===== src/rtl/wmo_pkg.sv =====
package wmo_pkg;

  // Configuration register indexes
  localparam logic [1:0] CFG_NUM_CHANNELS      = 2'd0;
  localparam logic [1:0] CFG_SAMPLES_PER_POINT = 2'd1;
  localparam logic [1:0] CFG_NUM_POINTS        = 2'd2;

  // Fixed field widths
  localparam int unsigned NCH_W = 4;
  localparam int unsigned SPP_W = 32;
  localparam int unsigned IDX_W = 20;

  // Reset values of the configuration registers
  localparam logic [NCH_W-1:0] NCH_RESET = 4'd2;
  localparam logic [SPP_W-1:0] SPP_RESET = 32'd1;
  localparam logic [IDX_W-1:0] NPTS_RESET = 20'd1024;

  // Bucket settings seen by the tracker
  typedef struct packed {
    logic [SPP_W-1:0] spp;
    logic [IDX_W-1:0] npts;
  } trk_cfg_t;

  // Update request from the sequencer to the tracker
  typedef struct packed {
    logic fire;
    logic last;
  } upd_ctl_t;

endpackage


===== src/rtl/waveform_min_max_overview.sv =====
// Channel   Direction  Handshake                    Payload
// s_axis    in         s_axis_tvalid/s_axis_tready  tdata: chan0..chan7 samples, tlast: last frame
// m_axis    out        m_axis_tvalid/m_axis_tready  tdata: index, min, max, tlast: final bucket
// cfg       in         cfg_valid_i/cfg_ready_o      cfg_index_i, cfg_data_i
//
// Each frame passes in order through lane capture, channel sum, reciprocal
// multiply, quotient correction and bucket update.
// The next frame is taken in the cycle after the update.
// Reset clears the configuration to its defaults and the track state to zero.
// One result waits in the output register; the update step holds only while
// that register is full and not being taken.
module waveform_min_max_overview #(
  parameter int unsigned MAX_CHANNELS = 8,
  parameter int unsigned SAMPLE_BITS  = 24
) (
  input  logic                   clk_i,
  input  logic                   rst_ni,
  // chan0_sample .. chan7_sample, SAMPLE_BITS each, from bit 0 up
  input  logic [((8*SAMPLE_BITS+7)/8)*8-1:0] s_axis_tdata,
  input  logic                   s_axis_tlast,
  input  logic                   s_axis_tvalid,
  output logic                   s_axis_tready,
  // bucket_index (20), bucket_min (SAMPLE_BITS), bucket_max (SAMPLE_BITS-1), zero fill
  output logic [((wmo_pkg::IDX_W+2*SAMPLE_BITS-1+7)/8)*8-1:0] m_axis_tdata,
  output logic                   m_axis_tlast,
  output logic                   m_axis_tvalid,
  input  logic                   m_axis_tready,
  input  logic                   cfg_valid_i,
  output logic                   cfg_ready_o,
  input  logic [1:0]             cfg_index_i,
  input  logic [31:0]            cfg_data_i
);

  localparam int unsigned SUM_W  = SAMPLE_BITS + $clog2(MAX_CHANNELS);
  localparam int unsigned IDX_W  = wmo_pkg::IDX_W;
  localparam int unsigned NCH_W  = wmo_pkg::NCH_W;
  localparam int unsigned OUT_W  = ((IDX_W + 2*SAMPLE_BITS - 1 + 7) / 8) * 8;
  localparam int unsigned USED_W = IDX_W + 2*SAMPLE_BITS - 1;

  // Sequencer steps
  localparam logic [2:0] PH_IDLE = 3'd0;
  localparam logic [2:0] PH_SUM  = 3'd1;
  localparam logic [2:0] PH_MUL  = 3'd2;
  localparam logic [2:0] PH_FIX  = 3'd3;
  localparam logic [2:0] PH_UPD  = 3'd4;

  logic [2:0]               phase_q, phase_d;
  logic [NCH_W-1:0]         nch_q;
  logic [wmo_pkg::SPP_W-1:0] spp_q;
  logic [IDX_W-1:0]         npts_q;
  logic [NCH_W-1:0]         eff_nch;
  logic [NCH_W-1:0]         item_nch_q;
  logic                     last_q;
  logic                     accept;
  logic                     upd_ready;

  logic signed [SAMPLE_BITS-1:0] lanes [MAX_CHANNELS];
  logic signed [SUM_W-1:0]       sum;
  logic signed [SAMPLE_BITS-1:0] avg;

  wmo_pkg::upd_ctl_t ctl;
  wmo_pkg::trk_cfg_t tcfg;

  logic [IDX_W-1:0]              bucket_index;
  logic signed [SAMPLE_BITS-1:0] bucket_min;
  logic [SAMPLE_BITS-2:0]        bucket_max;

  assign cfg_ready_o   = 1'b1;
  assign s_axis_tready = (phase_q == PH_IDLE);
  assign accept        = s_axis_tvalid && s_axis_tready;

  // Configuration registers
  always_ff @(posedge clk_i or negedge rst_ni) begin
    if (!rst_ni) begin
      nch_q  <= wmo_pkg::NCH_RESET;
      spp_q  <= wmo_pkg::SPP_RESET;
      npts_q <= wmo_pkg::NPTS_RESET;
    end else if (cfg_valid_i) begin
      unique case (cfg_index_i)
        wmo_pkg::CFG_NUM_CHANNELS:      nch_q  <= cfg_data_i[NCH_W-1:0];
        wmo_pkg::CFG_SAMPLES_PER_POINT: spp_q  <= cfg_data_i;
        wmo_pkg::CFG_NUM_POINTS:        npts_q <= cfg_data_i[IDX_W-1:0];
        default: ;
      endcase
    end
  end

  // Clamp the channel count to one through MAX_CHANNELS
  always_comb begin
    if (nch_q == '0) begin
      eff_nch = NCH_W'(1);
    end else if (nch_q > NCH_W'(MAX_CHANNELS)) begin
      eff_nch = NCH_W'(MAX_CHANNELS);
    end else begin
      eff_nch = nch_q;
    end
  end

  // Step through one frame at a time
  always_comb begin
    phase_d = phase_q;
    unique case (phase_q)
      PH_IDLE: if (accept) phase_d = PH_SUM;
      PH_SUM:  phase_d = PH_MUL;
      PH_MUL:  phase_d = PH_FIX;
      PH_FIX:  phase_d = PH_UPD;
      PH_UPD:  if (upd_ready) phase_d = PH_IDLE;
      default: phase_d = PH_IDLE;
    endcase
  end

  always_ff @(posedge clk_i or negedge rst_ni) begin
    if (!rst_ni) begin
      phase_q <= PH_IDLE;
    end else begin
      phase_q <= phase_d;
    end
  end

  // Hold the frame's side information
  always_ff @(posedge clk_i) begin
    if (accept) begin
      item_nch_q <= eff_nch;
      last_q     <= s_axis_tlast;
    end
  end

  // One lane per channel
  for (genvar c = 0; c < MAX_CHANNELS; c++) begin : g_lane
    wmo_lane #(
      .SAMPLE_BITS(SAMPLE_BITS)
    ) u_lane (
      .clk_i   (clk_i),
      .ld_i    (accept),
      .en_i    (NCH_W'(c) < eff_nch),
      .sample_i(s_axis_tdata[c*SAMPLE_BITS +: SAMPLE_BITS]),
      .lane_o  (lanes[c])
    );
  end

  wmo_merge #(
    .MAX_CHANNELS(MAX_CHANNELS),
    .SAMPLE_BITS (SAMPLE_BITS)
  ) u_merge (
    .clk_i  (clk_i),
    .ld_i   (phase_q == PH_SUM),
    .lanes_i(lanes),
    .sum_o  (sum)
  );

  wmo_div #(
    .MAX_CHANNELS(MAX_CHANNELS),
    .SAMPLE_BITS (SAMPLE_BITS)
  ) u_div (
    .clk_i   (clk_i),
    .mul_en_i(phase_q == PH_MUL),
    .fix_en_i(phase_q == PH_FIX),
    .sum_i   (sum),
    .nch_i   (item_nch_q),
    .avg_o   (avg)
  );

  assign ctl.fire  = (phase_q == PH_UPD);
  assign ctl.last  = last_q;
  assign tcfg.spp  = spp_q;
  assign tcfg.npts = npts_q;

  wmo_track #(
    .SAMPLE_BITS(SAMPLE_BITS)
  ) u_track (
    .clk_i         (clk_i),
    .rst_ni        (rst_ni),
    .ctl_i         (ctl),
    .cfg_i         (tcfg),
    .avg_i         (avg),
    .ready_o       (upd_ready),
    .out_valid_o   (m_axis_tvalid),
    .out_ready_i   (m_axis_tready),
    .bucket_index_o(bucket_index),
    .bucket_min_o  (bucket_min),
    .bucket_max_o  (bucket_max),
    .final_bucket_o(m_axis_tlast)
  );

  // Pack the result item, zero filled to whole bytes
  assign m_axis_tdata = OUT_W'({bucket_max, bucket_min, bucket_index});

  if (OUT_W < USED_W) begin : g_bad_width
    $error("output packing too narrow");
  end

endmodule


===== src/rtl/wmo_lane.sv =====
module wmo_lane #(
  parameter int unsigned SAMPLE_BITS = 24
) (
  input  logic                          clk_i,
  input  logic                          ld_i,
  input  logic                          en_i,
  input  logic signed [SAMPLE_BITS-1:0] sample_i,
  output logic signed [SAMPLE_BITS-1:0] lane_o
);

  logic signed [SAMPLE_BITS-1:0] lane_q;

  // Capture the channel sample, or zero when the channel is not active
  always_ff @(posedge clk_i) begin
    if (ld_i) begin
      lane_q <= en_i ? sample_i : '0;
    end
  end

  assign lane_o = lane_q;

endmodule


===== src/rtl/wmo_merge.sv =====
module wmo_merge #(
  parameter int unsigned MAX_CHANNELS = 8,
  parameter int unsigned SAMPLE_BITS  = 24
) (
  input  logic                          clk_i,
  input  logic                          ld_i,
  input  logic signed [SAMPLE_BITS-1:0] lanes_i [MAX_CHANNELS],
  output logic signed [SAMPLE_BITS+$clog2(MAX_CHANNELS)-1:0] sum_o
);

  localparam int unsigned SUM_W = SAMPLE_BITS + $clog2(MAX_CHANNELS);

  logic signed [SUM_W-1:0] sum_d;
  logic signed [SUM_W-1:0] sum_q;

  // Add up the lane values with sign extension
  always_comb begin
    sum_d = '0;
    for (int c = 0; c < MAX_CHANNELS; c++) begin
      sum_d = sum_d + SUM_W'(lanes_i[c]);
    end
  end

  always_ff @(posedge clk_i) begin
    if (ld_i) begin
      sum_q <= sum_d;
    end
  end

  assign sum_o = sum_q;

endmodule


===== src/rtl/wmo_div.sv =====
module wmo_div #(
  parameter int unsigned MAX_CHANNELS = 8,
  parameter int unsigned SAMPLE_BITS  = 24
) (
  input  logic                          clk_i,
  input  logic                          mul_en_i,
  input  logic                          fix_en_i,
  input  logic signed [SAMPLE_BITS+$clog2(MAX_CHANNELS)-1:0] sum_i,
  input  logic [wmo_pkg::NCH_W-1:0]     nch_i,
  output logic signed [SAMPLE_BITS-1:0] avg_o
);

  localparam int unsigned SUM_W  = SAMPLE_BITS + $clog2(MAX_CHANNELS);
  localparam int unsigned RCP_W  = SUM_W + 1;
  localparam int unsigned PROD_W = SUM_W + RCP_W;
  localparam int unsigned REM_W  = SUM_W + wmo_pkg::NCH_W;

  // Reciprocals floor(2^SUM_W / n); the estimate is at most one below the quotient
  localparam logic [64:0] POW = 65'd1 << SUM_W;
  localparam logic [RCP_W-1:0] RCP1 = RCP_W'(POW / 65'd1);
  localparam logic [RCP_W-1:0] RCP2 = RCP_W'(POW / 65'd2);
  localparam logic [RCP_W-1:0] RCP3 = RCP_W'(POW / 65'd3);
  localparam logic [RCP_W-1:0] RCP4 = RCP_W'(POW / 65'd4);
  localparam logic [RCP_W-1:0] RCP5 = RCP_W'(POW / 65'd5);
  localparam logic [RCP_W-1:0] RCP6 = RCP_W'(POW / 65'd6);
  localparam logic [RCP_W-1:0] RCP7 = RCP_W'(POW / 65'd7);
  localparam logic [RCP_W-1:0] RCP8 = RCP_W'(POW / 65'd8);

  logic [RCP_W-1:0]          rcp;
  logic [SUM_W-1:0]          mag;
  logic [PROD_W-1:0]         prod_q;
  logic [SUM_W-1:0]          mag_q;
  logic                      neg_q;
  logic [wmo_pkg::NCH_W-1:0] n_q;
  logic [SUM_W-1:0]          q_est;
  logic [REM_W-1:0]          rem;
  logic [SUM_W-1:0]          quo;
  logic [SAMPLE_BITS-1:0]    quo_s;
  logic signed [SAMPLE_BITS-1:0] avg_q;

  // Pick the reciprocal for the channel count
  always_comb begin
    case (nch_i)
      4'd1:    rcp = RCP1;
      4'd2:    rcp = RCP2;
      4'd3:    rcp = RCP3;
      4'd4:    rcp = RCP4;
      4'd5:    rcp = RCP5;
      4'd6:    rcp = RCP6;
      4'd7:    rcp = RCP7;
      4'd8:    rcp = RCP8;
      default: rcp = RCP1;
    endcase
  end

  // Magnitude of the sum; the most negative sum maps onto its unsigned value
  assign mag = sum_i[SUM_W-1] ? SUM_W'(-sum_i) : SUM_W'(sum_i);

  // Multiply step
  always_ff @(posedge clk_i) begin
    if (mul_en_i) begin
      prod_q <= PROD_W'(mag) * PROD_W'(rcp);
      mag_q  <= mag;
      neg_q  <= sum_i[SUM_W-1];
      n_q    <= nch_i;
    end
  end

  // Correction step: bump the estimate when the remainder reaches the divisor
  assign q_est = prod_q[2*SUM_W-1:SUM_W];
  assign rem   = REM_W'(mag_q) - (REM_W'(q_est) * REM_W'(n_q));
  assign quo   = (rem >= REM_W'(n_q)) ? q_est + SUM_W'(1) : q_est;
  assign quo_s = quo[SAMPLE_BITS-1:0];

  // Restore the sign, which truncates toward zero
  always_ff @(posedge clk_i) begin
    if (fix_en_i) begin
      avg_q <= neg_q ? -quo_s : quo_s;
    end
  end

  assign avg_o = avg_q;

endmodule


===== src/rtl/wmo_track.sv =====
module wmo_track #(
  parameter int unsigned SAMPLE_BITS = 24
) (
  input  logic                          clk_i,
  input  logic                          rst_ni,
  input  wmo_pkg::upd_ctl_t             ctl_i,
  input  wmo_pkg::trk_cfg_t             cfg_i,
  input  logic signed [SAMPLE_BITS-1:0] avg_i,
  output logic                          ready_o,
  output logic                          out_valid_o,
  input  logic                          out_ready_i,
  output logic [wmo_pkg::IDX_W-1:0]     bucket_index_o,
  output logic signed [SAMPLE_BITS-1:0] bucket_min_o,
  output logic [SAMPLE_BITS-2:0]        bucket_max_o,
  output logic                          final_bucket_o
);

  localparam int unsigned IDX_W = wmo_pkg::IDX_W;
  localparam int unsigned SPP_W = wmo_pkg::SPP_W;

  logic [SPP_W-1:0]              frames_q, frames_d;
  logic [IDX_W-1:0]              buckets_q, buckets_d;
  logic signed [SAMPLE_BITS-1:0] min_q, min_d;
  logic signed [SAMPLE_BITS-1:0] max_q, max_d;
  logic                          out_valid_q, out_valid_d;
  logic [IDX_W-1:0]              idx_q;
  logic signed [SAMPLE_BITS-1:0] omin_q;
  logic [SAMPLE_BITS-2:0]        omax_q;
  logic                          fin_q;

  logic                          go;
  logic                          full;
  logic                          close;
  logic                          fin;
  logic                          emit;
  logic signed [SAMPLE_BITS-1:0] new_min;
  logic signed [SAMPLE_BITS-1:0] new_max;
  logic [SPP_W:0]                frames_inc;

  // The output register takes a new item when empty or being drained
  assign ready_o = !out_valid_q || out_ready_i;
  assign go      = ctl_i.fire && ready_o;

  assign full       = buckets_q >= cfg_i.npts;
  assign new_min    = (avg_i < min_q) ? avg_i : min_q;
  assign new_max    = (avg_i > max_q) ? avg_i : max_q;
  assign frames_inc = {1'b0, frames_q} + (SPP_W+1)'(1);
  // A zero bucket size closes on every frame, same as a size of one
  assign close      = ctl_i.last || (frames_inc >= {1'b0, cfg_i.spp});
  assign fin        = ctl_i.last || ((buckets_q + IDX_W'(1)) == cfg_i.npts);
  assign emit       = go && !full && close;

  // Advance the bucket state
  always_comb begin
    frames_d  = frames_q;
    buckets_d = buckets_q;
    min_d     = min_q;
    max_d     = max_q;
    if (go) begin
      if (full) begin
        if (ctl_i.last) begin
          frames_d  = '0;
          buckets_d = '0;
          min_d     = '0;
          max_d     = '0;
        end
      end else if (!close) begin
        frames_d = frames_inc[SPP_W-1:0];
        min_d    = new_min;
        max_d    = new_max;
      end else begin
        frames_d  = '0;
        min_d     = '0;
        max_d     = '0;
        buckets_d = ctl_i.last ? '0 : buckets_q + IDX_W'(1);
      end
    end
  end

  assign out_valid_d = emit ? 1'b1 : (out_ready_i ? 1'b0 : out_valid_q);

  always_ff @(posedge clk_i or negedge rst_ni) begin
    if (!rst_ni) begin
      frames_q    <= '0;
      buckets_q   <= '0;
      min_q       <= '0;
      max_q       <= '0;
      out_valid_q <= 1'b0;
    end else begin
      frames_q    <= frames_d;
      buckets_q   <= buckets_d;
      min_q       <= min_d;
      max_q       <= max_d;
      out_valid_q <= out_valid_d;
    end
  end

  // Load the result item
  always_ff @(posedge clk_i) begin
    if (emit) begin
      idx_q  <= buckets_q;
      omin_q <= new_min;
      omax_q <= new_max[SAMPLE_BITS-2:0];
      fin_q  <= fin;
    end
  end

  assign out_valid_o    = out_valid_q;
  assign bucket_index_o = idx_q;
  assign bucket_min_o   = omin_q;
  assign bucket_max_o   = omax_q;
  assign final_bucket_o = fin_q;

endmodule


===== config.mk =====
export PLATFORM = sky130hd
export DESIGN_NAME = waveform_min_max_overview
export DESIGN_NICKNAME = d
export VERILOG_FILES = /design/src/rtl/wmo_pkg.sv /design/src/rtl/waveform_min_max_overview.sv /design/src/rtl/wmo_lane.sv /design/src/rtl/wmo_merge.sv /design/src/rtl/wmo_div.sv /design/src/rtl/wmo_track.sv
export SDC_FILE = /design/constraint.sdc
export NUM_CORES = 2
export LEC_CHECK = 0
export BUFFER_PORTS_ARGS = -buffer_cell sky130_fd_sc_hd__buf_2
export CAP_MARGIN = 30
export CORE_UTILIZATION = 59
export DETAILED_ROUTE_END_ITERATION = 8
export PLACE_DENSITY_LB_ADDON = 0.3
export SLEW_MARGIN = 20
export SYNTH_ARGS = -nofsm -noshare
export SYNTH_HDL_FRONTEND = slang
export SYNTH_SLANG_ARGS = --single-unit

===== constraint.sdc =====
create_clock -name clk_i -period 11.7 [get_ports clk_i]
set_input_delay 1.755 -clock clk_i [delete_from_list [all_inputs] [get_ports clk_i]]
set_output_delay 1.755 -clock clk_i [all_outputs]
set_load 0.005 [all_outputs]

==> flow_summary.toml <==
[die]
ios = 308
die_area_mm2 = 0.09006
die_y_um = 300.1
rows = 108
coreArea_mm2 = 0.08743
dieWidth_um = 300.1
start_util = 0.5997

[synthesis]
avgSynthCellArea_um2 = 10.76
synth_compound_area_frac = 0.07603
synth-simple-area-share = 0.1162
ys_ff_latch = 547
syn_area_mm2 = 0.05243
synthDominantCellAreaShare = 0.2742
synth_cells = 4874
synth_warnings = 0
synth_fa_ha_area_frac = 0.3663
synth_top_family_by_area = "adder cells"
synthXorXnorAreaFrac = 0.03639
synthDistinctLibCells = 94
synth-edff-count = 375
async_reset_ff_frac = 0.2925
ys_seq_area_frac = 0.2958
synth_area_leaders = "fa_1 (27%), edfxtp_1 (21%), ha_1 (9.2%), dfrtp_1 (7.5%), inv_1 (7.0%)"
synth_mux_area_frac = 0.02408
synth-main-ff-cell = "edfxtp_1"
yosysTopAreaCell = "fa_1"

[critical_path]
path_class = "reg -> reg"
endpoint_kind = "flop"
timing.critical_path.mode_cell = "fa_1"
cp.arrival_ps = 11090
slowest_delay_ps = 590
rrSetupSlack_ps = 1020
r2r_start = "u_merge.sum_o[5]"
crit_path_max_fanout = 13
cp_slowest_cell = "or4_1"
r2r_cells = 31
cp.required_ps = 12110
critPathLaunchType = "flop"
r2r-end = "u_div.prod_q[53]"

[cts]
root_buffer = "clkbuf_16"
clkTransAtPathRegs_ps = 60
cts_tree = "yes"
clock_sinks = 547
insertion_delay_ps = 670
clk_path_buf_depth = 3
ctsHoldBuffers = 0
cts_resized = 0
cts_buffers = 59
h-tree-depth = 2
postCtsSetupBuffers = 0

[detailed_routing]
via_per_inst = 5.664
drt_iter0_drc = 2695
first_pass_iters = 5
wl_per_cell_um = 21.25
wl_um = 134100
vias = 35759
ant_nets = 0
drc = 0

[grt]
grt-ovfl-total = 0
antenna_found_initial = 6
grt_pass1_wl_um = 209500
grt_use_total = 0.3043
grt_pass1_vias = 37063
grt_max_degree = 130

[min_path]
hold_path_class = "reg -> reg"
hold_depth = 0
worstHoldEndpoint = "u_div.n_q[2]"
min_from = "item_nch_q[2]"

[timing]
fmax_mhz = 93.64
skew_ps = 42.00
hold_viol = 0
setup-tns-final_ps = 0
relSlewSlack = 0.2774
worst_pin_slew_ps = 1082
post-route-min-period_ps = 10680
hold-worst-slack_ps = 464.4
rsz0062_at_grt = "no"
finalSetupViolCount = 0
post-route-period-util = 0.9127
slew_violations = 0
setup_slack_ps = 1021

[flow_run]
maxCapViolCount = 0

[placement]
port_buffers = 301
gp_congestion = 0.9762
dp.cells = 6197
dp_hpwl_um = 108300
dp_slack_ps = 930.1

[final_layout]
drive_above_1_share = 0.1239
multi_input_area_mm2 = 0.03261
final_nets = 6446
area_growth_pct = 9.663
ff_latch_area_mm2 = 0.01551
stdcell_count = 6313
fillers = 6766

[outcome]
status = "complete, no violations"
how the worst max path moves through the flow:
| stage | from | end | slack, ps | depth (start not counted) |
|---|---|---|---|---|
| final | u_merge.sum_o[5] | u_div.prod_q[53] | 1020 | 31 |
| after global routing | u_merge.sum_o[5] | u_div.prod_q[53] | 490 | 31 |
| after CTS | u_merge.sum_o[5] | u_div.prod_q[53] | 910 | 31 |
| after detailed placement | u_merge.sum_o[5] | u_div.prod_q[53] | 930 | 31 |
| after global placement | u_merge.sum_o[1] | u_div.prod_q[53] | 970 | 33 |
| after floorplan | u_merge.sum_o[0] | u_div.prod_q[53] | 1710 | 36 |
sequential cells by signal (all words and copies together), names as in the netlist, 27 cells and up:
name                  flops
spp_q                    32
u_merge.sum_o            27
u_div.prod_q             27
u_track.frames_q         32
g_lane.u_lane.lane_o    192
u_div.mag_q              27
cell usage after synthesis (22+ instances only):
library cell	n
nor2b_1	152
dfrtp_1	157
nand4_1	37
nor3_1	54
a21oi_1	106
inv_1	978
a21o_1	69
xor2_1	54
o21ai_0	78
xnor2_1	162
ha_1	386
clkbuf_1	183
fa_1	718
nand2_1	368
mux2_2	105
nor2_1	129
nand3_1	57
edfxtp_1	375
o21a_1	35
a32o_1	78
and3_1	52
and2_1	223
nand2b_1	22
cell type report:
type                    instances  share of cell area
clock inverters                31            0.007095
well taps                    1155             0.02514
repair buffers                372             0.03721
diodes                          1          0.00004352
inverters                     979             0.06405
clock buffers                  77             0.02955
multi-input cells            3151              0.5672
flip-flops and latches        547              0.2697
cell usage in the layout (no fill, tap or decap), types with 12 or more instances in the layout:
cell,instances
nand2b_1,22
clkbuf_16,63
xnor2_1,154
a21o_1,68
a311o_1,18
edfxtp_1,375
o211ai_1,13
buf_4,60
xor2_1,54
o31ai_1,14
nand3_1,57
nor4_1,13
ha_1,386
dfxtp_1,12
o21a_1,35
and3_1,52
nor2_1,125
mux2_2,105
and2_1,222
dfrtp_1,157
nand4_1,37
a21oi_1,103
a32o_1,78
nand2_1,368
o21bai_1,12
nor3_1,52
or3_1,14
o21ai_0,78
buf_2,300
nor2b_1,152
fa_1,718
a31oi_1,13
inv_1,976
kinds of logic (layout without fill, tap and decap cells):
group / count (synthesis) / in the layout
compound gates: 539 / 539
xor+xnor: 217 / 217
fa+ha+maj: 1104 / 1104
buf+inv: 1180 / 1459
flops: 547 / 547
mux: 113 / 113
other cells: 2 / 7
simple gates: 1172 / 1172
worst max-delay path, delay by kind of cell (launching register included):
kind	cells	cell delay, ps
fa+ha+maj	8	3900
compound gates	12	3410
simple gates	5	2020
flops	1	490
xor+xnor	2	410
buf+inv	4	210
routing by layer:
layer / share of wire / vias to the layer above / GRT usage
li1: - / 16204 / -
met1: 0.41 / 17881 / 0.4120
met2: 0.48 / 1376 / 0.5043
met3: 0.071 / 292 / 0.04531
met4: 0.038 / 6 / 0.1037
met5: 0.00026 / - / 0
per-stage QoR:
step	instance area (µm²)	utilization
2_1_floorplan	52440	-
6_report	57490	0.6576
3_3_place_gp	55190	0.6313
5_1_grt	57490	0.6576
3_5_place_dp	55280	0.6323
4_1_cts	57390	0.6564
Power is left out: the tool's default activity adds up to more than one toggle a clock period on the data nets, which glitch-free logic cannot reach.
